`config.mk`:
```
export PLATFORM = sky130hd
export DESIGN_NAME = ansi_text_console_engine
export DESIGN_NICKNAME = d
export VERILOG_FILES = /design/src/rtl/atce_pkg.sv /design/src/rtl/ansi_text_console_engine.sv /design/src/rtl/atce_front.sv /design/src/rtl/atce_fifo.sv /design/src/rtl/atce_back.sv
export SDC_FILE = /design/constraint.sdc
export NUM_CORES = 1
export LEC_CHECK = 0
export BUFFER_PORTS_ARGS = -buffer_cell sky130_fd_sc_hd__buf_2
export CAP_MARGIN = 25
export CORE_MARGIN = 3
export CORE_UTILIZATION = 39
export CTS_CLUSTER_DIAMETER = 60
export CTS_CLUSTER_SIZE = 12
export DETAILED_ROUTE_END_ITERATION = 10
export PLACE_DENSITY_LB_ADDON = 0.05
export SYNTH_ARGS = -nofsm -noshare
export SYNTH_HDL_FRONTEND = slang
export SYNTH_SLANG_ARGS = --single-unit
export TNS_END_PERCENT = 1
```
`constraint.sdc`:
```
create_clock -name clk -period 16.6 [get_ports clk]
set_input_delay 4.15 -clock clk [delete_from_list [all_inputs] [get_ports clk]]
set_output_delay 4.15 -clock clk [all_outputs]
set_load 0.05 [all_outputs]
```
`src/rtl/atce_pkg.sv`:
```
package atce_pkg;

  localparam int MAX_VALUES  = 8;
  localparam int TAB_STOP    = 4;
  localparam int VIDX_W      = $clog2(MAX_VALUES);
  localparam int VCNT_W      = $clog2(MAX_VALUES + 1);
  localparam int QUEUE_DEPTH = 2;
  localparam int QPTR_W      = $clog2(QUEUE_DEPTH);
  localparam int QCNT_W      = $clog2(QUEUE_DEPTH + 1);

  localparam logic [7:0]  ESC_BYTE   = 8'h1B;
  localparam logic [7:0]  COLS_RESET = 8'd80;
  localparam logic [7:0]  ROWS_RESET = 8'd25;
  localparam logic [23:0] FG_RESET   = 24'hFFFFFF;
  localparam logic [23:0] BG_RESET   = 24'h000000;

  // register indexes on the configuration port
  localparam logic [1:0] REG_COLS = 2'd0;
  localparam logic [1:0] REG_ROWS = 2'd1;
  localparam logic [1:0] REG_FG   = 2'd2;
  localparam logic [1:0] REG_BG   = 2'd3;

  typedef enum logic [3:0] {
    OP_NOP,
    OP_PRINT,
    OP_SAVE,
    OP_RESTORE,
    OP_PUSH,
    OP_SGR,
    OP_POS,
    OP_CLEAR,
    OP_ERR,
    OP_HOME
  } op_t;

  // value: accumulator at classification time; count: stored values before it
  typedef struct packed {
    op_t               op;
    logic [7:0]        code;
    logic [15:0]       value;
    logic [VCNT_W-1:0] count;
  } cmd_t;

  typedef struct packed {
    logic [23:0] fg;
    logic [23:0] bg;
  } colour_t;

  typedef struct packed {
    logic [7:0]  cols;
    logic [7:0]  rows;
    logic [23:0] dfg;
    logic [23:0] dbg;
  } cfg_t;

  function automatic logic [23:0] palette(input logic [3:0] idx);
    logic [23:0] rgb;
    unique case (idx)
      4'd0:    rgb = 24'h000000;
      4'd1:    rgb = 24'hAA0000;
      4'd2:    rgb = 24'h00AA00;
      4'd3:    rgb = 24'hAA5500;
      4'd4:    rgb = 24'h0000AA;
      4'd5:    rgb = 24'hAA00AA;
      4'd6:    rgb = 24'h00AAAA;
      4'd7:    rgb = 24'hAAAAAA;
      4'd8:    rgb = 24'h555555;
      4'd9:    rgb = 24'hFF5555;
      4'd10:   rgb = 24'h55FF55;
      4'd11:   rgb = 24'hFFFF55;
      4'd12:   rgb = 24'h5555FF;
      4'd13:   rgb = 24'hFF55FF;
      4'd14:   rgb = 24'h55FFFF;
      default: rgb = 24'hFFFFFF;
    endcase
    return rgb;
  endfunction

  // one SGR code; unknown codes leave the colours alone
  function automatic colour_t sgr_apply(input logic [15:0] v, input colour_t cur,
                                        input colour_t dflt);
    colour_t     res;
    logic [15:0] off;
    res = cur;
    off = 16'd0;
    if (v == 16'd0) begin
      res = dflt;
    end else if (v >= 16'd30 && v <= 16'd37) begin
      off    = v - 16'd30;
      res.fg = palette({1'b0, off[2:0]});
    end else if (v >= 16'd40 && v <= 16'd47) begin
      off    = v - 16'd40;
      res.bg = palette({1'b0, off[2:0]});
    end else if (v >= 16'd90 && v <= 16'd97) begin
      off    = v - 16'd90;
      res.fg = palette({1'b1, off[2:0]});
    end else if (v >= 16'd100 && v <= 16'd107) begin
      off    = v - 16'd100;
      res.bg = palette({1'b1, off[2:0]});
    end
    return res;
  endfunction

endpackage

```
`src/rtl/ansi_text_console_engine.sv`:
```
// Text console engine: console bytes in, glyph draws and cursor/colour state out.
// Input channel (in_valid/in_ready): in_action = 1 homes the cursor and restores
// the default colours; otherwise in_char_byte is parsed (ESC [ sequences for
// cursor save/restore, SGR colours, cursor position and 2J clear) or printed.
// Output channel (out_valid/out_ready): exactly one result item per input item,
// in order, held in an output register until taken.
// A classifier accepts items into a two-entry command queue; an executor drains
// it. Accepted items pass through the queue, then the output register. Most
// items sustain one per cycle while out_ready is high; an SGR terminator
// with k stored values occupies the executor, one stored value applied per cycle.
// When out_ready is low the output register holds, the executor waits and the
// queue fills; in_ready drops once the queue is full.
// Configuration (APB, pready always high): 0 screen_columns, 1 screen_rows,
// 2 default_foreground, 3 default_background, at byte addresses 4*i. Write
// only while the block is idle.
// Reset (rst_n low, synchronous) gives 80x25, white on black, cursor at 0,0,
// normal text parsing and empty queue and output register.
module ansi_text_console_engine (
  input  logic        clk,
  input  logic        rst_n,
  input  logic        in_valid,
  output logic        in_ready,
  input  logic        in_action,
  input  logic [7:0]  in_char_byte,
  output logic        out_valid,
  input  logic        out_ready,
  output logic        out_draw_glyph,
  output logic [7:0]  out_glyph_code,
  output logic [7:0]  out_glyph_column,
  output logic [7:0]  out_glyph_row,
  output logic [23:0] out_foreground_rgb,
  output logic [23:0] out_background_rgb,
  output logic        out_clear_screen,
  output logic        out_sequence_error,
  output logic [7:0]  out_cursor_column,
  output logic [7:0]  out_cursor_row,
  input  logic        psel,
  input  logic        penable,
  input  logic        pwrite,
  input  logic [3:0]  paddr,
  input  logic [31:0] pwdata,
  output logic [31:0] prdata,
  output logic        pready
);

  logic [7:0]     cols_r, rows_r;
  logic [23:0]    dfg_r, dbg_r;
  logic           cfg_we;
  logic [1:0]     reg_idx;
  atce_pkg::cfg_t cfg;

  logic           q_full, q_empty, q_push, q_pop;
  atce_pkg::cmd_t push_cmd, pop_cmd;

  assign pready  = 1'b1;
  assign reg_idx = paddr[3:2];
  assign cfg_we  = psel && penable && pwrite && pready;

  always_ff @(posedge clk) begin
    if (!rst_n) begin
      cols_r <= atce_pkg::COLS_RESET;
      rows_r <= atce_pkg::ROWS_RESET;
      dfg_r  <= atce_pkg::FG_RESET;
      dbg_r  <= atce_pkg::BG_RESET;
    end else if (cfg_we) begin
      unique case (reg_idx)
        atce_pkg::REG_COLS: cols_r <= pwdata[7:0];
        atce_pkg::REG_ROWS: rows_r <= pwdata[7:0];
        atce_pkg::REG_FG:   dfg_r  <= pwdata[23:0];
        atce_pkg::REG_BG:   dbg_r  <= pwdata[23:0];
        default: ;
      endcase
    end
  end

  always_comb begin
    unique case (reg_idx)
      atce_pkg::REG_COLS: prdata = {24'd0, cols_r};
      atce_pkg::REG_ROWS: prdata = {24'd0, rows_r};
      atce_pkg::REG_FG:   prdata = {8'd0, dfg_r};
      atce_pkg::REG_BG:   prdata = {8'd0, dbg_r};
      default:            prdata = 32'd0;
    endcase
  end

  assign cfg.cols = cols_r;
  assign cfg.rows = rows_r;
  assign cfg.dfg  = dfg_r;
  assign cfg.dbg  = dbg_r;

  atce_front u_front (
    .clk          (clk),
    .rst_n        (rst_n),
    .in_valid     (in_valid),
    .in_ready     (in_ready),
    .in_action    (in_action),
    .in_char_byte (in_char_byte),
    .q_full       (q_full),
    .q_push       (q_push),
    .q_cmd        (push_cmd)
  );

  atce_fifo u_fifo (
    .clk      (clk),
    .rst_n    (rst_n),
    .push     (q_push),
    .push_cmd (push_cmd),
    .full     (q_full),
    .pop      (q_pop),
    .pop_cmd  (pop_cmd),
    .empty    (q_empty)
  );

  atce_back u_back (
    .clk                (clk),
    .rst_n              (rst_n),
    .cfg                (cfg),
    .q_empty            (q_empty),
    .q_cmd              (pop_cmd),
    .q_pop              (q_pop),
    .out_valid          (out_valid),
    .out_ready          (out_ready),
    .out_draw_glyph     (out_draw_glyph),
    .out_glyph_code     (out_glyph_code),
    .out_glyph_column   (out_glyph_column),
    .out_glyph_row      (out_glyph_row),
    .out_foreground_rgb (out_foreground_rgb),
    .out_background_rgb (out_background_rgb),
    .out_clear_screen   (out_clear_screen),
    .out_sequence_error (out_sequence_error),
    .out_cursor_column  (out_cursor_column),
    .out_cursor_row     (out_cursor_row)
  );

endmodule

```
`src/rtl/atce_front.sv`:
```
module atce_front (
  input  logic             clk,
  input  logic             rst_n,
  input  logic             in_valid,
  output logic             in_ready,
  input  logic             in_action,
  input  logic [7:0]       in_char_byte,
  input  logic             q_full,
  output logic             q_push,
  output atce_pkg::cmd_t   q_cmd
);

  localparam logic [1:0] PH_NORMAL  = 2'd0;
  localparam logic [1:0] PH_ESC     = 2'd1;
  localparam logic [1:0] PH_BRACKET = 2'd2;
  localparam logic [1:0] PH_VALUE   = 2'd3;

  logic [1:0]                  phase_r, phase_nxt;
  logic [15:0]                 acc_r, acc_nxt;
  logic [atce_pkg::VCNT_W-1:0] cnt_r, cnt_nxt;
  logic                        end_seq;
  logic                        is_digit;
  logic [7:0]                  digit8;
  logic [15:0]                 digit;
  logic [15:0]                 acc_x10;
  logic [7:0]                  c;

  assign c        = in_char_byte;
  assign in_ready = !q_full;
  assign q_push   = in_valid && in_ready;
  assign is_digit = (c >= 8'h30) && (c <= 8'h39);
  assign digit8   = c - 8'h30;
  assign digit    = {12'd0, digit8[3:0]};
  assign acc_x10  = (acc_r << 3) + (acc_r << 1);

  always_comb begin
    q_cmd.op    = atce_pkg::OP_NOP;
    q_cmd.code  = c;
    q_cmd.value = acc_r;
    q_cmd.count = cnt_r;
    phase_nxt   = phase_r;
    acc_nxt     = acc_r;
    cnt_nxt     = cnt_r;
    end_seq     = 1'b0;
    if (in_action) begin
      // parse state is kept across a home
      q_cmd.op = atce_pkg::OP_HOME;
    end else begin
      unique case (phase_r)
        PH_NORMAL: begin
          if (c == atce_pkg::ESC_BYTE) begin
            phase_nxt = PH_ESC;
          end else begin
            q_cmd.op = atce_pkg::OP_PRINT;
            end_seq  = 1'b1;
          end
        end
        PH_ESC: begin
          if (c == "[") begin
            phase_nxt = PH_BRACKET;
          end else begin
            q_cmd.op = atce_pkg::OP_PRINT;
            end_seq  = 1'b1;
          end
        end
        PH_BRACKET: begin
          if (is_digit) begin
            acc_nxt   = digit;
            phase_nxt = PH_VALUE;
          end else if (c == "s") begin
            q_cmd.op = atce_pkg::OP_SAVE;
            end_seq  = 1'b1;
          end else if (c == "u") begin
            q_cmd.op = atce_pkg::OP_RESTORE;
            end_seq  = 1'b1;
          end else begin
            q_cmd.op = atce_pkg::OP_PRINT;
            end_seq  = 1'b1;
          end
        end
        default: begin
          if (is_digit) begin
            acc_nxt = acc_x10 + digit;
          end else if (c == ";") begin
            if (cnt_r < atce_pkg::VCNT_W'(atce_pkg::MAX_VALUES)) begin
              q_cmd.op  = atce_pkg::OP_PUSH;
              cnt_nxt   = cnt_r + atce_pkg::VCNT_W'(1);
              acc_nxt   = 16'd0;
              phase_nxt = PH_BRACKET;
            end else begin
              q_cmd.op = atce_pkg::OP_ERR;
              end_seq  = 1'b1;
            end
          end else if (c == "m") begin
            if (cnt_r < atce_pkg::VCNT_W'(atce_pkg::MAX_VALUES)) begin
              q_cmd.op = atce_pkg::OP_SGR;
            end else begin
              q_cmd.op = atce_pkg::OP_ERR;
            end
            end_seq = 1'b1;
          end else if (c == "H" || c == "f") begin
            // at most line and column
            if (cnt_r < atce_pkg::VCNT_W'(2)) begin
              q_cmd.op = atce_pkg::OP_POS;
            end else begin
              q_cmd.op = atce_pkg::OP_ERR;
            end
            end_seq = 1'b1;
          end else if (c == "J") begin
            if (acc_r == 16'd2) begin
              q_cmd.op = atce_pkg::OP_CLEAR;
            end else begin
              q_cmd.op = atce_pkg::OP_ERR;
            end
            end_seq = 1'b1;
          end else begin
            q_cmd.op = atce_pkg::OP_PRINT;
            end_seq  = 1'b1;
          end
        end
      endcase
    end
    if (end_seq) begin
      phase_nxt = PH_NORMAL;
      acc_nxt   = 16'd0;
      cnt_nxt   = '0;
    end
  end

  always_ff @(posedge clk) begin
    if (!rst_n) begin
      phase_r <= PH_NORMAL;
      acc_r   <= 16'd0;
      cnt_r   <= '0;
    end else if (q_push) begin
      phase_r <= phase_nxt;
      acc_r   <= acc_nxt;
      cnt_r   <= cnt_nxt;
    end
  end

endmodule

```
`src/rtl/atce_fifo.sv`:
```
module atce_fifo (
  input  logic           clk,
  input  logic           rst_n,
  input  logic           push,
  input  atce_pkg::cmd_t push_cmd,
  output logic           full,
  input  logic           pop,
  output atce_pkg::cmd_t pop_cmd,
  output logic           empty
);

  atce_pkg::cmd_t              mem_r [atce_pkg::QUEUE_DEPTH];
  logic [atce_pkg::QPTR_W-1:0] wr_ptr_r, rd_ptr_r;
  logic [atce_pkg::QCNT_W-1:0] fill_r;

  assign full    = (fill_r == atce_pkg::QCNT_W'(atce_pkg::QUEUE_DEPTH));
  assign empty   = (fill_r == '0);
  assign pop_cmd = mem_r[rd_ptr_r];

  function automatic logic [atce_pkg::QPTR_W-1:0] ptr_inc(
    input logic [atce_pkg::QPTR_W-1:0] p);
    if (p == atce_pkg::QPTR_W'(atce_pkg::QUEUE_DEPTH - 1)) return '0;
    return p + atce_pkg::QPTR_W'(1);
  endfunction

  always_ff @(posedge clk) begin
    if (push) begin
      mem_r[wr_ptr_r] <= push_cmd;
    end
  end

  always_ff @(posedge clk) begin
    if (!rst_n) begin
      wr_ptr_r <= '0;
      rd_ptr_r <= '0;
      fill_r   <= '0;
    end else begin
      if (push) wr_ptr_r <= ptr_inc(wr_ptr_r);
      if (pop)  rd_ptr_r <= ptr_inc(rd_ptr_r);
      if (push && !pop)      fill_r <= fill_r + atce_pkg::QCNT_W'(1);
      else if (pop && !push) fill_r <= fill_r - atce_pkg::QCNT_W'(1);
    end
  end

endmodule

```
`src/rtl/atce_back.sv`:
```
module atce_back (
  input  logic           clk,
  input  logic           rst_n,
  input  atce_pkg::cfg_t cfg,
  input  logic           q_empty,
  input  atce_pkg::cmd_t q_cmd,
  output logic           q_pop,
  output logic           out_valid,
  input  logic           out_ready,
  output logic           out_draw_glyph,
  output logic [7:0]     out_glyph_code,
  output logic [7:0]     out_glyph_column,
  output logic [7:0]     out_glyph_row,
  output logic [23:0]    out_foreground_rgb,
  output logic [23:0]    out_background_rgb,
  output logic           out_clear_screen,
  output logic           out_sequence_error,
  output logic [7:0]     out_cursor_column,
  output logic [7:0]     out_cursor_row
);

  localparam logic [1:0] S_IDLE = 2'd0;
  localparam logic [1:0] S_WALK = 2'd1;
  localparam logic [1:0] S_LAST = 2'd2;

  logic [1:0]                  state_r, state_nxt;
  logic [7:0]                  col_r, col_nxt, line_r, line_nxt;
  logic [7:0]                  sav_col_r, sav_col_nxt, sav_line_r, sav_line_nxt;
  atce_pkg::colour_t           colour_r, colour_nxt, dflt;
  logic [15:0]                 vlist_r [atce_pkg::MAX_VALUES];
  logic                        vl_we;
  logic [atce_pkg::VIDX_W-1:0] walk_idx_r, walk_idx_nxt;
  logic [atce_pkg::VCNT_W-1:0] walk_cnt_r, walk_cnt_nxt;
  logic [15:0]                 walk_val_r, walk_val_nxt;

  logic                        out_free, emit;
  logic                        o_draw, o_clear, o_err;
  logic [7:0]                  o_code, o_gcol, o_grow;

  logic                        out_valid_r;
  logic                        draw_r, clear_r, err_r;
  logic [7:0]                  code_r, gcol_r, grow_r, ocol_r, orow_r;
  logic [23:0]                 ofg_r, obg_r;

  logic [7:0]                  eff_cols, eff_rows;
  logic [8:0]                  pr_col, pr_line;
  logic                        pr_draw;
  logic [15:0]                 pos_line16, pos_col16, max_line16, max_col16;
  logic [7:0]                  pos_line, pos_col;

  assign eff_cols = (cfg.cols == 8'd0) ? 8'd1 : cfg.cols;
  assign eff_rows = (cfg.rows == 8'd0) ? 8'd1 : cfg.rows;
  assign dflt.fg  = cfg.dfg;
  assign dflt.bg  = cfg.dbg;
  assign out_free = !out_valid_r || out_ready;

  // printable byte or control character, then wrap and clamp to the last row
  always_comb begin
    pr_col  = {1'b0, col_r};
    pr_line = {1'b0, line_r};
    pr_draw = 1'b0;
    if (q_cmd.code == 8'h08) begin
      if (pr_col != 9'd0) pr_col = pr_col - 9'd1;
    end else if (q_cmd.code == 8'h0A) begin
      pr_col  = 9'd0;
      pr_line = pr_line + 9'd1;
    end else if (q_cmd.code == 8'h09) begin
      pr_col = pr_col - (pr_col % 9'(atce_pkg::TAB_STOP)) + 9'(atce_pkg::TAB_STOP);
    end else if (q_cmd.code == 8'h0D) begin
      pr_col = 9'd0;
    end else begin
      pr_draw = 1'b1;
      pr_col  = pr_col + 9'd1;
    end
    if (pr_col >= {1'b0, eff_cols}) begin
      pr_col  = 9'd0;
      pr_line = pr_line + 9'd1;
    end
    if (pr_line >= {1'b0, eff_rows}) begin
      pr_col  = 9'd0;
      pr_line = {1'b0, eff_rows} - 9'd1;
    end
  end

  // a lone value is the line; the column then goes to 0
  always_comb begin
    max_line16 = {8'd0, eff_rows} - 16'd1;
    max_col16  = {8'd0, eff_cols} - 16'd1;
    if (q_cmd.count == '0) begin
      pos_line16 = q_cmd.value;
      pos_col16  = 16'd0;
    end else begin
      pos_line16 = vlist_r[0];
      pos_col16  = q_cmd.value;
    end
    if (pos_line16 > max_line16) pos_line16 = max_line16;
    if (pos_col16 > max_col16)   pos_col16  = max_col16;
    pos_line = pos_line16[7:0];
    pos_col  = pos_col16[7:0];
  end

  always_comb begin
    state_nxt    = state_r;
    col_nxt      = col_r;
    line_nxt     = line_r;
    sav_col_nxt  = sav_col_r;
    sav_line_nxt = sav_line_r;
    colour_nxt   = colour_r;
    walk_idx_nxt = walk_idx_r;
    walk_cnt_nxt = walk_cnt_r;
    walk_val_nxt = walk_val_r;
    vl_we        = 1'b0;
    q_pop        = 1'b0;
    emit         = 1'b0;
    o_draw       = 1'b0;
    o_code       = 8'd0;
    o_gcol       = 8'd0;
    o_grow       = 8'd0;
    o_clear      = 1'b0;
    o_err        = 1'b0;
    unique case (state_r)
      S_IDLE: begin
        if (!q_empty && out_free) begin
          q_pop = 1'b1;
          emit  = 1'b1;
          unique case (q_cmd.op)
            atce_pkg::OP_NOP: ;
            atce_pkg::OP_PRINT: begin
              if (pr_draw) begin
                o_draw = 1'b1;
                o_code = q_cmd.code;
                o_gcol = col_r;
                o_grow = line_r;
              end
              col_nxt  = pr_col[7:0];
              line_nxt = pr_line[7:0];
            end
            atce_pkg::OP_SAVE: begin
              sav_col_nxt  = col_r;
              sav_line_nxt = line_r;
            end
            atce_pkg::OP_RESTORE: begin
              col_nxt  = sav_col_r;
              line_nxt = sav_line_r;
            end
            atce_pkg::OP_PUSH: vl_we = 1'b1;
            atce_pkg::OP_SGR: begin
              if (q_cmd.count == '0) begin
                colour_nxt = atce_pkg::sgr_apply(q_cmd.value, colour_r, dflt);
              end else begin
                // stored values first, one a cycle, then the final one
                emit         = 1'b0;
                walk_idx_nxt = '0;
                walk_cnt_nxt = q_cmd.count;
                walk_val_nxt = q_cmd.value;
                state_nxt    = S_WALK;
              end
            end
            atce_pkg::OP_POS: begin
              col_nxt  = pos_col;
              line_nxt = pos_line;
            end
            atce_pkg::OP_CLEAR: o_clear = 1'b1;
            atce_pkg::OP_ERR:   o_err = 1'b1;
            atce_pkg::OP_HOME: begin
              col_nxt    = 8'd0;
              line_nxt   = 8'd0;
              colour_nxt = dflt;
            end
            default: ;
          endcase
        end
      end
      S_WALK: begin
        colour_nxt = atce_pkg::sgr_apply(vlist_r[walk_idx_r], colour_r, dflt);
        if ((atce_pkg::VCNT_W'(walk_idx_r) + atce_pkg::VCNT_W'(1)) == walk_cnt_r) begin
          state_nxt = S_LAST;
        end else begin
          walk_idx_nxt = walk_idx_r + atce_pkg::VIDX_W'(1);
        end
      end
      S_LAST: begin
        if (out_free) begin
          colour_nxt = atce_pkg::sgr_apply(walk_val_r, colour_r, dflt);
          emit       = 1'b1;
          state_nxt  = S_IDLE;
        end
      end
      default: state_nxt = S_IDLE;
    endcase
  end

  always_ff @(posedge clk) begin
    if (vl_we) begin
      vlist_r[q_cmd.count[atce_pkg::VIDX_W-1:0]] <= q_cmd.value;
    end
  end

  always_ff @(posedge clk) begin
    if (!rst_n) begin
      state_r     <= S_IDLE;
      col_r       <= 8'd0;
      line_r      <= 8'd0;
      sav_col_r   <= 8'd0;
      sav_line_r  <= 8'd0;
      colour_r.fg <= atce_pkg::FG_RESET;
      colour_r.bg <= atce_pkg::BG_RESET;
      out_valid_r <= 1'b0;
    end else begin
      state_r    <= state_nxt;
      col_r      <= col_nxt;
      line_r     <= line_nxt;
      sav_col_r  <= sav_col_nxt;
      sav_line_r <= sav_line_nxt;
      colour_r   <= colour_nxt;
      if (emit)           out_valid_r <= 1'b1;
      else if (out_ready) out_valid_r <= 1'b0;
    end
  end

  always_ff @(posedge clk) begin
    walk_idx_r <= walk_idx_nxt;
    walk_cnt_r <= walk_cnt_nxt;
    walk_val_r <= walk_val_nxt;
    if (emit) begin
      draw_r  <= o_draw;
      code_r  <= o_code;
      gcol_r  <= o_gcol;
      grow_r  <= o_grow;
      ofg_r   <= colour_nxt.fg;
      obg_r   <= colour_nxt.bg;
      clear_r <= o_clear;
      err_r   <= o_err;
      ocol_r  <= col_nxt;
      orow_r  <= line_nxt;
    end
  end

  assign out_valid          = out_valid_r;
  assign out_draw_glyph     = draw_r;
  assign out_glyph_code     = code_r;
  assign out_glyph_column   = gcol_r;
  assign out_glyph_row      = grow_r;
  assign out_foreground_rgb = ofg_r;
  assign out_background_rgb = obg_r;
  assign out_clear_screen   = clear_r;
  assign out_sequence_error = err_r;
  assign out_cursor_column  = ocol_r;
  assign out_cursor_row     = orow_r;

endmodule

```
==> After elaboration in Yosys (flattened, before gate mapping) <==
Memory sizes are Yosys's and may differ from the RTL's. A register that Yosys moved wholly into a read port is not among the register bits.
Cells that the tools add are included.
{ "totals": {"regBits": 287, "ramBits": 192, "rom_bits": 768, "output_inout_bits": 126, "word_cells": 407, "memories": 8} }
{ "mem_list": {"columns": ["memory", "words", "width", "rd", "rd_ports_with_merged_regs", "write_ports", "line", "source"], "rows": [
  ["(name not given)", 8, 16, 1, 0, 0, "atce_pkg.sv:58", "unique case (idx)"],
  ["(name not given)", 8, 16, 1, 0, 0, "atce_pkg.sv:58", null],
  ["(name not given)", 8, 16, 1, 0, 0, "atce_pkg.sv:58", null],
  ["(name not given)", 8, 16, 1, 0, 0, "atce_pkg.sv:58", null],
  ["(name not given)", 8, 16, 1, 0, 0, "atce_pkg.sv:58", null],
  ["(name not given)", 8, 16, 1, 0, 0, "atce_pkg.sv:58", null],
  ["2 more memories", null, null, null, null, null, null, null]
]} }
{ "op_classes": {"n_addsub": 31, "magnitude_cmp": 32, "n_eq_ne": 82, "n_mux": 154, "bitwise_logic": 1, "reduce_logical": 68} }
{ "op_table": {"columns": ["op", "count"], "rows": [
  ["$pmux W24 S7", 6],
  ["$mux W24", 21],
  ["$mux W48", 6],
  ["$pmux W48 S3", 1],
  ["$mux W16", 8],
  ["$pmux W32 S4", 1],
  ["$ge A16 B7 Y1 const B", 6],
  ["$le A16 B6 Y1 const B", 6],
  ["$le A16 B7 Y1 const B", 6],
  ["$pmux W48 S2", 1],
  ["$mux W8", 11],
  ["$mux W4", 18],
  ["$mux W9", 8],
  ["$pmux W8 S4", 2],
  ["$eq A8 B7 Y1 const B", 7],
  ["$eq A3 B3 Y1 const B", 18],
  ["$ge A16 B5 Y1 const B", 3],
  ["$ge A16 B6 Y1 const B", 3],
  ["$logic_not A16 Y1", 3],
  ["$mux W1", 43],
  ["$eq A3 B2 Y1 const B", 12],
  ["$eq A8 B4 Y1 const B", 4],
  ["$gt A16 B16 Y1", 2],
  ["$mux W2", 16],
  ["65 further kinds", 156]
]} }

==> Depth between registers and ports, before layout <==
Gate-level depths: netlist of run 1.
{ "depth": {"word_depth": 12, "ltp_mapped": 27, "depth_no_buf": 24} }

==> By module <==
Synthesis of run 1 repeated with hierarchy kept, for this count alone.
{ "unflattened": {"hier_cells": 2773, "area_unflattened_um2": 28169.5} }
{ "by_module_without_submodules": {"columns": ["mod", "instances", "cells_per_inst", "area_each_um2", "seq_area_each_um2"], "rows": [
  ["atce_back", 1, 2055, 20210.6, 9068.7],
  ["ansi_text_console_engine", 1, 328, 3079.2, 1281.2],
  ["atce_fifo", 1, 122, 2528.7, 2021.9],
  ["atce_front", 1, 268, 2351.0, 440.4]
]} }

==> Worst setup path after synthesis of run 1 <==
Ideal clock, no wire load.
{ "synth_path": {"kind": "input to output", "from": "input paddr[2]", "to": "output prdata[10]", "arrival_ns": 5.874, "slack_ns": 6.576, "cell_stages": 4, "path_buffers": 2, "cell_sequence": "clkbuf_1 -> clkbuf_1 -> mux2i_1 -> nor2b_1"} }
{ "synth_between": {"elab_chain_cells": 2} }
{ "synth_lines": {"columns": ["element", "line", "source"], "rows": [
  ["start, declared", "ansi_text_console_engine.sv:40", "input logic [3:0] paddr,"],
  ["$eq A2 B2 Y1 (tied with other cells)", "ansi_text_console_engine.sv:77", "unique case (reg_idx)"],
  ["$pmux W32 S4 *", "ansi_text_console_engine.sv:77", null],
  ["end, declared", "ansi_text_console_engine.sv:42", "output logic [31:0] prdata,"]
]} }
Every way passes the cells marked *; elsewhere a longest branch is shown, timed or not. The select of a mux whose other input is x is not followed.

==> Worst setup path in the final report of run 1 <==
{ "layout_path": {"from": "input paddr[2]", "to": "output prdata[7]"} }
The elaborated chain is that of the path after synthesis.

==> results of run 1 <==
cells by family (layout without fill, tap and decap cells):
logic type / Yosys count / in the layout / share of synthesized area, %
AO/OA/AOI/OAI: 738 / 738 / 18.4
other: 2 / 10 / 0.0275
AND/OR/NAND/NOR: 995 / 995 / 17.7
flip-flops: 487 / 487 / 47.0
buffers and inverters: 235 / 401 / 3.66
multiplexers: 134 / 134 / 6.04
XOR/XNOR: 66 / 66 / 2.12
adder cells (fa/ha/maj): 110 / 110 / 5.10
synth_stat cells (22+ instances only):
master       n  area share, %
or3_1       24           0.55
nand3_1     94            1.7
and2_1      34           0.78
and3_1      26           0.60
clkbuf_1   100            1.4
a21o_1      35           0.96
o2111ai_1   23           0.74
mux2i_1     92            3.4
ha_1       108            5.0
a21oi_1    157            2.9
nand2b_1    30           0.69
o31ai_1     39            1.1
a211oi_1    22           0.61
o21ai_0    163            3.0
dfxtp_1    181             13
nor2_1     263            3.6
nor4_1      23           0.53
edfxtp_1   306             34
o211ai_1    31           0.85
nand2_1    282            3.9
nand4_1     31           0.71
o22ai_1     22           0.50
xnor2_1     46            1.5
inv_1       92            1.3
mux4_2      22            1.8
a22oi_1     35           0.96
nor3_1      70            1.3
nor2b_1     28           0.64
routing by layer:
metal	track usage, %	wire, um	up-vias
met5	0	0	-
met4	9.07	3500	0
met1	32.3	39800	11100
met3	3.42	4990	168
li1	-	-	10700
met2	39.0	41900	774
layout make-up:
class	count	area, um2
diodes	1	2.50
clock buffers	84	1490
clock inverters	12	133
fillers	6657	38200
inverters	95	357
multi-input cells	2052	13600
flip-flops and latches	487	12800
well taps	931	1160
repair buffers	210	1220
path summary, 6_finish.rpt:
| kind | slack, ns | end | cells after the start |
|---|---|---|---|
| max | 6.73 | prdata[7] | 3 |
| min | 0.49 | u_back.sav_line_r[4] | 2 |
| max reg2reg | 8.93 | u_back.out_cursor_row[0] | 22 |
| min reg2reg | 0.49 | u_back.sav_line_r[4] | 2 |
power by group:
part | total [mW] | internal (mW) | switching (mW)
sequential | 1.68 | 1.56 | 0.122
combinational | 1.84 | 0.528 | 1.31
clock | 1.14 | 0.648 | 0.491
worst register-to-register path: cells and delay by family (launching register included):
| kind | cells | cell delay [ns] |
|---|---|---|
| xor+xnor | 1 | 0.35 |
| simple gates | 7 | 2.17 |
| compound gates | 10 | 2.98 |
| flops | 1 | 0.31 |
| buf+inv | 1 | 0.65 |
| mux | 1 | 0.37 |
| fa+ha+maj | 2 | 0.60 |
per-stage QoR:
| stage | cells | setup slack, ns |
|---|---|---|
| floorplan | 2774 | 6.58 |
| global placement | 3767 | 6.70 |
| detailed placement | 3772 | 6.69 |
| CTS | 3868 | 6.71 |
| global route | 3871 | 6.66 |
| finish | 3872 | 6.73 |
state kept, by name, indices dropped and copies added (netlist names), 8 cells and up, named ones only:
register                   count
u_back.vlist_r               128
u_fifo.mem_r                  64
u_back.colour_r               48
dbg_r                         24
dfg_r                         24
u_back.out_background_rgb     24
u_back.out_foreground_rgb     24
u_back.walk_val_r             16
u_front.acc_r                 16
cols_r                         8
rows_r                         8
u_back.col_r                   8
u_back.line_r                  8
u_back.out_cursor_column       8
u_back.out_cursor_row          8
u_back.out_glyph_code          8
u_back.out_glyph_column        8
u_back.out_glyph_row           8
u_back.sav_col_r               8
u_back.sav_line_r              8
==> impl_metrics.ini, run 1 <==
[worst_setup_path]
start_kind = input port
path_delay_family = buffers and inverters
path_max_fanout = 30
end_kind = output pin
cp.arrival_ns = 5.72
cp-startpoint = paddr[2]
cp_slowest_cell = buf_2
critical_path_class = input port to output pin
critPathRequiredTime_ns = 12.45
path_cells = buf_2 > mux4_2 > buf_2
cpPeakStageDelay_ns = 0.69
path_buf_inv = 2
crit_top_cell = buf_2

[synth]
yosys_warnings = 0
synth_edf_count = 306
async_flop_share_pct = 0
synth_area_um2 = 27300
synth_ff_type = edfxtp_1
avgSynthCellArea_um2 = 9.86
synth-seq-cells = 487
syn_inst = 2767
synth_seq_area_share_pct = 47.0
ys_types = 107

[grt]
track_usage_pct = 23.9
grt_first_pass_wirelength_um = 137000
grt_max_degree = 80
grt_overflow_total = 0
antenna_found_initial = 0
grt_pass1_vias = 22100

[timing]
rsz0062_at_grt = no
worst_pin_slew_ns = 1.05
finalCritPeriodShare_pct = 59.4
finalHoldViolations = 0
whs_ns = 0.487
relSlewSlack_pct = 28.3
fmax_ghz = 0.101
worst_clock_skew_ns = 0.0260
drv_slew = 0
period_needed_ns = 9.87
fin_setup_tns_ns = 0
setup_viol = 0

[route]
vias = 22700
wl_per_cell_um = 23.3
drtIter0Drc = 1876
first_pass_iters = 7
wl_um = 90200
drc = 0
vias_per_cell = 5.87
antenna_left = 0

[finish]
fin_area_um2 = 30800
area_delta_synth_final_pct = 12.8
final_cell_mix = 306 x edfxtp_1, 282 x nand2_1, 255 x nor2_1
fin_nets = 3060
final_util_pct = 44.6
final_common_cell = edfxtp_1
drive_gt1_share_pct = 13.4

[floorplan]
coreArea_um2 = 68900
die-height_um = 270
num_rows = 96
die_x_um = 270
dieArea_um2 = 73100
initial_core_util_pct = 39.6
io_pins = 178

[clock_network]
numCtsBuffers = 52
clk_pin_slew_ns = 0.06
insertion_delay_ns = 0.60
postCtsSetupBuffers = 0
cts_sinks = 487
root_buffer = clkbuf_16
htreeDepth = 2
postCtsHoldBufs = 0
cts_max_path_buffers = 3
cts_tree = yes
ctsResizeCount = 0

[outcome]
outcome = finished clean

[min_path]
min_from = u_back.sav_line_r[4]
hp-class = flop to flop

[flow_run]
maxCapViolCount = 0

[pwr]
total_power_mw = 4.66
p_leak_nw = 11.5
ir_worst_vdd_v = 0.000112
p_per_area_nw_per_um2 = 152

[placed_design]
io_buffer_count = 158
routabilityCongestion = 0.910
post-dp-hpwl_um = 65700
postPlaceCellArea_um2 = 29100
Note: power is estimated with default switching activity, not from simulation.
==> run 2: changes to the inputs <==
ABC_AREA = 1   (was not set)
clock period = 9.7 ns   (was 16.6 ns; I/O delays follow)
==> run 2 against run 1 <==
Compared with the run above: global-route usage is 0.67 points higher; sequential share of layout area is 2.6 points lower; register-to-register slack worse by 5.5 ns; wire length is 9.0% higher.
==> impl_metrics.ini, run 2 <==
[outcome]
outcome = finished clean

[worst_setup_path]
path_max_fanout = 22
cpPeakStageDelay_ns = 0.32
r2r-end = u_back.out_cursor_row[4]
cp_slowest_cell = buf_4
ff2ff_setup_slack_ns = 3.46
start_kind = input port
worstRegToRegCells = 31
path_cells = buf_2 > nand2_1 > buf_4 > inv_1 > nand2_1 > o21ai_0 > a21oi_1 > o21ai_0 > buf_2
cp.arrival_ns = 3.86
end_kind = output pin
critPathRequiredTime_ns = 7.28
critical_path_class = input port to output pin

[route]
m1WireLength_um = 45200
antenna_left = 0
top_layer = met4
drc = 0
wl_met2_um = 43900
vias = 26500
drtIter0Drc = 2461
vias_per_cell = 5.28
wl_met3_um = 6400
wl_per_cell_um = 19.6
first_pass_iters = 6
wl_um = 98400

[finish]
area_delta_synth_final_pct = 11.8
fin_nets = 4181
drive_gt1_share_pct = 10.1
nFillCells = 7532
largest_reg_flops = 128
fin_area_um2 = 32800
antenna_cells = 0
final_cell_mix = 948 x nand2_1, 467 x inv_1, 362 x a21oi_1
final_common_cell = nand2_1

[timing]
finalCritPeriodShare_pct = 64.8
setup_viol = 0
worst_clock_skew_ns = 0.0260
worst_pin_slew_ns = 1.01
fin_setup_tns_ns = 0
finalHoldViolations = 0
whs_ns = 0.462
rsz0062_at_grt = no
fmax_ghz = 0.159
relSlewSlack_pct = 32.7
drv_slew = 0
period_needed_ns = 6.29

[pwr]
clockPowerShare_pct = 23.5
total_power_mw = 9.09
pwr-share-comb_pct = 44.4
p_per_area_nw_per_um2 = 277
p_sw_mw = 4.16
intPower_mw = 4.93
seqPwrFrac_pct = 32.0
switching_share_pct = 45.8
p_leak_nw = 14.8
ir_worst_vdd_v = 0.000207

[clock_network]
clk_pin_slew_ns = 0.06
root_buffer = clkbuf_16
cts_tree = yes
cts_max_path_buffers = 3
postCtsHoldBufs = 0
ctsResizeCount = 0
insertion_delay_ns = 0.63
postCtsSetupBuffers = 0
cts_sinks = 487
htreeDepth = 2
numCtsBuffers = 59

[grt]
grt_max_degree = 90
grt_first_pass_wirelength_um = 150000
track_usage_pct = 24.6
grt_overflow_total = 0
antenna_found_initial = 0
grt_pass1_vias = 24700

[synth]
avgSynthCellArea_um2 = 7.49
synth_top_area_cell = edfxtp_1
yosysMostFrequentCell = nand2_1
synth-seq-cells = 487
synth_common_cells = 952 x nand2_1, 467 x inv_1, 363 x nor2_1
synth_area_um2 = 29300
yosysTopAreaCellShare_pct = 31.3
yosys_warnings = 0
synth_edf_count = 306
synth_ff_type = edfxtp_1
ys_types = 61
syn_inst = 3914
synth_area_leaders = edfxtp_1 31%, dfxtp_1 12%, nand2_1 12%, a21oi_1 6.2%, inv_1 6.0%
async_flop_share_pct = 0
synth_seq_area_share_pct = 43.7

[floorplan]
num_rows = 99
io_pins = 178
initial_core_util_pct = 39.8
dieArea_um2 = 78500
coreArea_um2 = 73700
die_x_um = 280
die-height_um = 280

[min_path]
hold-path-endpoint = u_back.sav_line_r[7]
min_from = u_back.sav_line_r[7]
hp-class = flop to flop
whs_path_depth = 2

[placed_design]
postPlaceCellArea_um2 = 30900
routabilityCongestion = 0.925
post-dp-hpwl_um = 67600
io_buffer_count = 158

[flow_run]
maxCapViolCount = 0
## run 2: cell families (layout without fill, tap and decap cells)
kind of cell	Yosys count	after routing	synth area share, %
other cells	2	9	0.0256
xor+xnor	39	39	1.17
flops	487	487	43.7
buf+inv	668	816	9.27
compound gates	920	920	16.9
mux	2	2	0.0896
simple gates	1686	1686	24.1
fa+ha+maj	110	110	4.75
## run 2: worst max-delay path: cells and delay by family
kind                   cells  cell delay, ns
buffers and inverters      4            0.84
and+or+nand+nor            2            0.14
AOI/OAI and AO/OA          3            0.46
## run 2: power groups by stage
stage               Clock (mW)  Sequential, mW  Combinational (mW)
floorplan                    0            3.58                2.29
global placement             0            2.96                4.02
detailed placement           0            2.94                4.03
CTS                       2.19            2.91                4.04
global route              2.27            2.95                4.50
finish                    2.14            2.91                4.04
## run 2: cell type report
| type | count | area (um2) | area share (%) |
|---|---|---|---|
| Inverter | 497 | 1870 | 5.71 |
| Tap cell | 959 | 1200 | 3.66 |
| Sequential cell | 487 | 12800 | 39.1 |
| Multi-Input combinational cell | 2766 | 13900 | 42.3 |
| Clock buffer | 85 | 1640 | 4.99 |
| Clock inverter | 26 | 223 | 0.680 |
| Timing Repair Buffer | 208 | 1170 | 3.57 |
## run 2: per-layer routing
layer / vias to the layer above / global-route usage (%)
met5: - / 0
met4: 0 / 7.49
met3: 143 / 3.31
met2: 882 / 39.2
met1: 12300 / 34.8
li1: 13200 / -
## run 2: worst max path at each step
| stage | from | endpoint |
|---|---|---|
| 6_report | paddr[2] | prdata[7] |
| 5_1_grt | flop | u_back.out_cursor_row[4] |
| 4_1_cts | flop | u_back.out_cursor_row[4] |
| 3_5_place_dp | flop | u_back.out_cursor_row[4] |
| 3_3_place_gp | flop | u_back.out_cursor_row[4] |
| 2_1_floorplan | out_ready | u_back.out_background_rgb[0] |
## run 2: through the flow
step	instances	util [%]	setup WS [ns]
detailed placement	4917	41.9	3.42
global placement	4917	41.9	3.42
floorplan	3921	-	2.01
CTS	5028	44.5	3.38
global route	5028	44.5	2.74
finish	5028	44.5	3.41
==> run 3: changes to the inputs <==
clock period = 6 ns   (was 9.7 ns; I/O delays follow)
==> run 3 against run 2 <==
Compared with the run above: register-to-register slack lost 2.9 ns; clock skew grew 0.0049 ns; combinational power grew 66%; worst setup slack lost 2.8 ns; first-iteration DRC count grew 1.1%; clock power grew 61%; count of clock-buffer cells in the layout shrank 1; global-route usage is essentially flat; sequential power grew 61%; critical endpoint is now u_back.out_cursor_row[0].
==> impl_metrics.ini, run 3 (synthesized netlist as in run 2, its figures left out) <==
[worst_setup_path]
critical_path_class = flop to flop
path_buf_inv = 7
cp.arrival_ns = 5.81
path_max_fanout = 15
path_delay_family = simple AND/OR/NAND/NOR gates
crit_top_cell = nand2_1
critPathRequiredTime_ns = 6.37
end_kind = flop
start_kind = flop
ff2ff_setup_slack_ns = 0.56
cp_slowest_cell = dfxtp_1
cpPeakStageDelay_ns = 0.44

[clock_network]
insertion_delay_ns = 0.63
cts_sinks = 487
clk_pin_slew_ns = 0.06
cts_tree = yes
htreeDepth = 2
numCtsBuffers = 57
cts_max_path_buffers = 3
root_buffer = clkbuf_16

[finish]
antenna_cells = 0
final_cell_mix = 950 x nand2_1, 467 x inv_1, 362 x a21oi_1
drive_gt1_share_pct = 10.4
largest_reg_flops = 128
final_common_cell = nand2_1
fin_nets = 4206
area_delta_synth_final_pct = 12.5
nFillCells = 7479

[floorplan]
die-height_um = 280
io_pins = 178
coreArea_um2 = 73700
die_x_um = 280
dieArea_um2 = 78500
num_rows = 99
initial_core_util_pct = 39.8

[timing]
rsz0062_at_grt = no
fin_setup_tns_ns = 0
fmax_ghz = 0.184
setup_viol = 0
relSlewSlack_pct = 33.9
period_needed_ns = 5.44
finalCritPeriodShare_pct = 90.6
drv_slew = 0
worst_pin_slew_ns = 0.992
whs_ns = 0.456
worst_clock_skew_ns = 0.0310
finalHoldViolations = 0

[placed_design]
routabilityCongestion = 0.901
post-dp-hpwl_um = 68800
io_buffer_count = 158

[pwr]
ir_worst_vdd_v = 0.000419
p_leak_nw = 15.0
p_per_area_nw_per_um2 = 449

[grt]
track_usage_pct = 24.6
grt_first_pass_wirelength_um = 150000
grt_max_degree = 82
grt_overflow_total = 0
antenna_found_initial = 1
grt_pass1_vias = 24900

[outcome]
outcome = finished clean

[route]
drc = 0
wl_per_cell_um = 19.5
vias_per_cell = 5.28
wl_um = 98500
vias = 26600
drtIter0Drc = 2488
antenna_left = 0
first_pass_iters = 6

[flow_run]
maxCapViolCount = 0

[min_path]
hp-class = flop to flop
[run 3: cell types whose count changed in the layout (fill, tap and decap cells not counted), sizes merged]
cell,previous run,this run
buf,208,235
bufinv,0,3
clkbuf,85,84
clkinv,20,15
clkinvlp,3,5
inv,500,496
[run 3: final timing paths]
check                       start                  endpoint  depth (start not counted)
max               u_back.col_r[4]  u_back.out_cursor_row[0]                         32
min          u_back.sav_line_r[7]      u_back.sav_line_r[7]                          2
max reg2reg       u_back.col_r[4]  u_back.out_cursor_row[0]                         32
min reg2reg  u_back.sav_line_r[7]      u_back.sav_line_r[7]                          2
[run 3: layout make-up]
cell class,instances,area [um2],area share [%]
Multi-Input combinational cell,2766,13800,42.0
Sequential cell,487,12800,38.8
Inverter,497,1870,5.67
Clock buffer,84,1590,4.82
Timing Repair Buffer,235,1420,4.29
Tap cell,959,1200,3.64
Clock inverter,22,249,0.755
[run 3: layer usage]
metal	track usage, %	wire [um]
met4	9.46	3770
met3	3.35	6220
met2	38.5	43400
met5	0	0
met1	34.5	45100
[run 3: through the flow]
stage | cell area [um2] | std cells | setup slack [ns] | total power, mW | utilization, %
detailed placement | 31100 | 4940 | 0.462 | 11.4 | 42.2
global route | 33000 | 5050 | 0.0145 | 15.8 | 44.8
global placement | 31100 | 4940 | 0.423 | 11.4 | 42.2
finish | 33000 | 5050 | 0.563 | 14.8 | 44.8
CTS | 32900 | 5046 | 0.406 | 14.8 | 44.7
floorplan | 29300 | 3921 | 0.986 | 9.47 | -
[run 3: timing repair]
item,in CTS,in global routing
resized for setup,0,3
hold buffers,0,0
setup endpoints to repair,0,32
buffers inserted,0,2
[run 3: worst reg2reg max path, delay by kind of cell (launching register included)]
family	cells	cell delay (ns)
and+or+nand+nor	13	1.44
buffers and inverters	7	0.84
xor gates and xnor gates	1	0.07
adders and majority gates	3	1.04
DFF	1	0.44
AOI/OAI and AO/OA	8	1.36
[run 3: where the power goes]
part	internal [mW]	switching, mW	total, mW
clock	1.99	1.46	3.44
sequential	4.40	0.292	4.69
combinational	1.75	4.94	6.69
